[src/rtl/pfd_pkg.sv]
`default_nettype none
package pfd_pkg;
   localparam int SAMPLE_WIDTH = 16;
   localparam int PHASE_WIDTH  = 24;
   localparam int CORDIC_STEPS = 32;

   localparam logic [2:0] REG_PROP_GAIN  = 3'd0;
   localparam logic [2:0] REG_INTEG_GAIN = 3'd1;
   localparam logic [2:0] REG_FREQ_LIMIT = 3'd2;
   localparam logic [2:0] REG_DC_COEFF   = 3'd3;
   localparam logic [2:0] REG_OUT_GAIN   = 3'd4;

   typedef enum logic [2:0] {
      ST_IDLE, ST_CORDIC, ST_LOOP, ST_GAIN, ST_DC, ST_OUT
   } state_type;

   typedef struct packed {
      logic load;
      logic cordic_step;
      logic loop_update;
      logic gain_step;
      logic dc_update;
      logic out_calc;
   } cmd_type;

   function automatic logic [31:0] atan_entry(input logic [4:0] k);
      logic [31:0] t;
      unique case (k)
         5'd0: t = 32'h20000000;  5'd1: t = 32'h12E4051E;
         5'd2: t = 32'h09FB385B;  5'd3: t = 32'h051111D4;
         5'd4: t = 32'h028B0D43;  5'd5: t = 32'h0145D7E1;
         5'd6: t = 32'h00A2F61E;  5'd7: t = 32'h00517C55;
         5'd8: t = 32'h0028BE53;  5'd9: t = 32'h00145F2F;
         5'd10: t = 32'h000A2F98; 5'd11: t = 32'h000517CC;
         5'd12: t = 32'h00028BE6; 5'd13: t = 32'h000145F3;
         5'd14: t = 32'h0000A2FA; 5'd15: t = 32'h0000517D;
         5'd16: t = 32'h000028BE; 5'd17: t = 32'h0000145F;
         5'd18: t = 32'h00000A30; 5'd19: t = 32'h00000518;
         5'd20: t = 32'h0000028C; 5'd21: t = 32'h00000146;
         5'd22: t = 32'h000000A3; 5'd23: t = 32'h00000051;
         5'd24: t = 32'h00000029; 5'd25: t = 32'h00000014;
         5'd26: t = 32'h0000000A; 5'd27: t = 32'h00000005;
         5'd28: t = 32'h00000003; 5'd29: t = 32'h00000001;
         5'd30: t = 32'h00000001; default: t = 32'h00000000;
      endcase
      return t;
   endfunction
endpackage
`default_nettype wire

[src/rtl/pfd_ctrl.sv]
`default_nettype none
module pfd_ctrl import pfd_pkg::*; (
   input  wire logic     clock,
   input  wire logic     reset,
   input  wire logic     req_valid,
   output logic          req_ready,
   output logic          rsp_valid,
   input  wire logic     rsp_ready,
   input  wire logic     cordic_last,
   output cmd_type       cmd
);
   state_type state_ff, state_in;
   logic      out_full_ff, out_full_in;

   always_ff @(posedge clock) begin
      if (reset) begin
         state_ff    <= ST_IDLE;
         out_full_ff <= 1'b0;
      end else begin
         state_ff    <= state_in;
         out_full_ff <= out_full_in;
      end
   end

   always_comb begin
      state_in    = state_ff;
      cmd         = '0;
      req_ready   = (state_ff == ST_IDLE);
      rsp_valid   = out_full_ff;
      out_full_in = out_full_ff;
      if (out_full_ff && rsp_ready) out_full_in = 1'b0;
      unique case (state_ff)
         ST_IDLE: if (req_valid) begin
            cmd.load = 1'b1;
            state_in = ST_CORDIC;
         end
         ST_CORDIC: begin
            cmd.cordic_step = 1'b1;
            if (cordic_last) state_in = ST_LOOP;
         end
         ST_LOOP: begin
            cmd.loop_update = 1'b1;
            state_in = ST_GAIN;
         end
         ST_GAIN: begin
            cmd.gain_step = 1'b1;
            state_in = ST_DC;
         end
         ST_DC: begin
            cmd.dc_update = 1'b1;
            state_in = ST_OUT;
         end
         ST_OUT: if (!out_full_ff || rsp_ready) begin
            // hand result to the output register once it is free
            cmd.out_calc = 1'b1;
            out_full_in  = 1'b1;
            state_in     = ST_IDLE;
         end
         default: state_in = ST_IDLE;
      endcase
   end

`ifndef SYNTHESIS
   a_no_load_busy: assert property (@(posedge clock) disable iff (reset)
      cmd.load |-> state_ff == ST_IDLE) else $error("load outside idle");
   a_rsp_hold: assert property (@(posedge clock) disable iff (reset)
      rsp_valid && !rsp_ready |=> rsp_valid) else $error("result dropped");
   a_cordic_exit: assert property (@(posedge clock) disable iff (reset)
      state_ff == ST_CORDIC && cordic_last |=> state_ff == ST_LOOP)
      else $error("cordic exit");
`endif
endmodule
`default_nettype wire

[config.mk]
export PLATFORM = sky130hd
export DESIGN_NAME = pfd_ctrl
export DESIGN_NICKNAME = d
export VERILOG_FILES = /design/src/rtl/pfd_pkg.sv /design/src/rtl/pfd_ctrl.sv
export SDC_FILE = /design/constraint.sdc
export NUM_CORES = 1
export LEC_CHECK = 0
export ABC_AREA = 1
export BUFFER_PORTS_ARGS = -buffer_cell sky130_fd_sc_hd__buf_2
export CAP_MARGIN = 5
export CORE_AREA = 2 2 39 41
export DETAILED_ROUTE_END_ITERATION = 8
export DIE_AREA = 0 0 41 43
export PLACE_DENSITY = 0.35
export SYNTH_ARGS = -nofsm -noshare
export SYNTH_HDL_FRONTEND = slang
export SYNTH_SLANG_ARGS = --single-unit
[constraint.sdc]
create_clock -name clock -period 0.9 [get_ports clock]
set_clock_uncertainty 0.1 [all_clocks]
set_input_delay 0.045 -clock clock [delete_from_list [all_inputs] [get_ports clock]]
set_output_delay 0.045 -clock clock [all_outputs]
set_load 0.05 [all_outputs]
==> impl_metrics.toml <==
[yosys]
synth.area.top_cells = "dfxtp_1 (35%), nor2_1 (20%), inv_1 (12%)"
syn_inst = 38
synth-seq-cells = 4
synth.top_cell.area_share = 0.3516
synth_top_area_cell = "dfxtp_1"
syn_area_sq_um = 227.7
ys_types = 10
yosys_warnings = 0
yosysSeqAreaShare = 0.3516
synth_nets = 43
synth.avg_cell_area_sq_um = 5.993

[global_routing]
track_usage = 0.09648
grt_overflow = 0
antenna_found_initial = 0
grt_pass1_vias = 307
grt_pass1_wl_um = 1104
grt_max_degree = 6

[hold_path]
hold_class = "in -> reg"

[placement]
dpl_cell_area_sq_um = 439.2
port-buffer-count = 12
post-dp-hpwl_um = 586.5
place_congestion = 0.7501

[timing]
max_slew_margin = 0.8960
tightest_slew_ns = 0.1554
clock.fmax_mhz = 822.1
rsz0062_at_grt = "true"
fin_crit_sh = 1.352
slew_viol_final = 0
timing_hold_violations_final = 0
worst_slack_ns = -0.3165
layout_min_cycle_time_ns = 1.216
finalSetupViolCount = 11

[final_layout]
register_area_sq_um = 92.59
diodes = 0
nFillCells = 139
final_area_sq_um = 623.1
synthToLayoutAreaGrowth_pct = 173.6
drive_gt1_frac = 0.8154
multi_input_area_sq_um = 231.5
nets = 72

[critical_path]
path_cells = "buf_4 > nor3_4 > buf_6"
cpPeakStageDelay_ns = 0.34
critPathMaxFanout = 5
cp.required_ns = 0.75
critPathLaunchType = "flop"
cp.arrival_ns = 1.07
crit_type = "reg -> out"
critPathCaptureType = "output pin"
cp_slowest_cell = "dfxtp_2"

[clocking]
clock_sinks = 4
clkTransAtPathRegs_ns = 0.04
clock_latency_ns = 0.23
clockBufferDepth = 2
ctsRootBufferMaster = "clkbuf_4"
cts_max_level = 1
tritoncts = "done"
cts_buffers = 3

[floorplan]
initial_core_util = 0.1646
io_pins = 13
dieArea_sq_um = 1763
dieWidth_um = 41
die_h_um = 43
num_rows = 14
coreArea_sq_um = 1384

[detailed_routing]
drt_iter0_markers = 2
drtAntennaViolNets = 0
drc_errors = 0
vias = 307
vias_per_cell = 3.790
wire_per_inst_um = 8.889
drt-total-wl_um = 720
drtPass1Iterations = 2

[power_and_ir_drop]
leakage_nw = 0.2715
vdd_drop_max_mv = 0.6955
p_total_w = 0.0008735
powerDensity_nw_per_um2 = 1402

[run_status]
violations = "setup timing"
status = "complete, but fails checks"

[run]
maxCapViolCount = 0
## cell usage after synthesis
library cell and n:
dfxtp_1 4, nand2_1 3, nor2_2 1, nand3_1 4, nor3_2 1, a21oi_1 2, nor3_1 3, inv_1 7
inv_2 1, nor2_1 12
## state kept, by name (all words and copies together), names as in the netlist
register and cells:
rsp_valid 1, state_ff 3
## kinds of logic (layout without fill, tap and decap cells)
kind of cell,after synthesis,after routing,synth area share
buf+inv,8,35,0.1319
flops,4,4,0.3517
compound gates,2,2,0.04396
simple gates,24,24,0.4725
## cells in the final DEF, fill, tap and decap left out, types with 3 or more instances in the layout
master    count
clkbuf_4      3
dfxtp_4       3
buf_2         4
nor2_1        3
buf_4         9
buf_8         3
nor2_4        8
buf_6         7
inv_1         4
## area by class of cell
class	count	area share
clock buffers	3	0.03614
inverters	8	0.05622
multi-input cells	26	0.3715
flip-flops and latches	4	0.1486
well taps	16	0.03213
repair buffers	24	0.3554
## critical path, delay by kind of cell, from the launching register on
kind | cells | cell delay, ns
flip-flops | 1 | 0.34
buffers and inverters | 2 | 0.33
AND/OR/NAND/NOR | 1 | 0.17
## per-layer routing
metal	track usage	wire, um	share of wire	vias up
met4	0.08000	0	0	0
met2	0.1625	420	0.58	7
li1	-	-	-	171
met1	0.09355	268	0.37	129
met5	0	0	0	-
met3	0.01571	31	0.043	0
## power breakdown
| group | total, W | internal [W] | switching [W] |
|---|---|---|---|
| Sequential | 0.000212 | 0.000190 | 0.0000215 |
| Clock | 0.000212 | 0.000148 | 0.0000637 |
| Combinational | 0.000450 | 0.000200 | 0.000250 |
## metrics by stage
stage	setup slack, ns	util	hold WS [ns]	std cells	setup TNS [ns]
6_report	-0.3165	0.4503	0.05826	81	-2.832
2_1_floorplan	-0.4389	-	0.004357	38	-2.080
3_5_place_dp	-0.2372	0.3174	0.1697	72	-1.971
4_1_cts	-0.3363	0.4358	0.04661	80	-2.947
5_1_grt	-0.3751	0.4503	0.07295	81	-3.314
3_3_place_gp	-0.2393	0.3174	0.1598	72	-1.989
## final timing paths
kind              slack [ns]  depth (start not counted)                  endpoint                startpoint
hold / removal          0.06                          4      rsp_valid$_SDFF_PP0_                 rsp_ready
setup reg to reg       -0.22                          7  state_ff[2]$_SDFFE_PP0P_  state_ff[0]$_SDFFE_PP0P_
hold reg to reg         0.53                          4      rsp_valid$_SDFF_PP0_      rsp_valid$_SDFF_PP0_
setup / recovery       -0.32                          3                    cmd[5]  state_ff[2]$_SDFFE_PP0P_
## what timing repair did
item	4_1_cts	5_1_grt
resized for setup	31	3
hold buffers	1	0
buffers inserted	4	1
pin swaps	6	3
setup endpoints to repair	12	11
hold endpoints to repair	3	0
No activity file was read; power rests on OpenSTA's default activity.
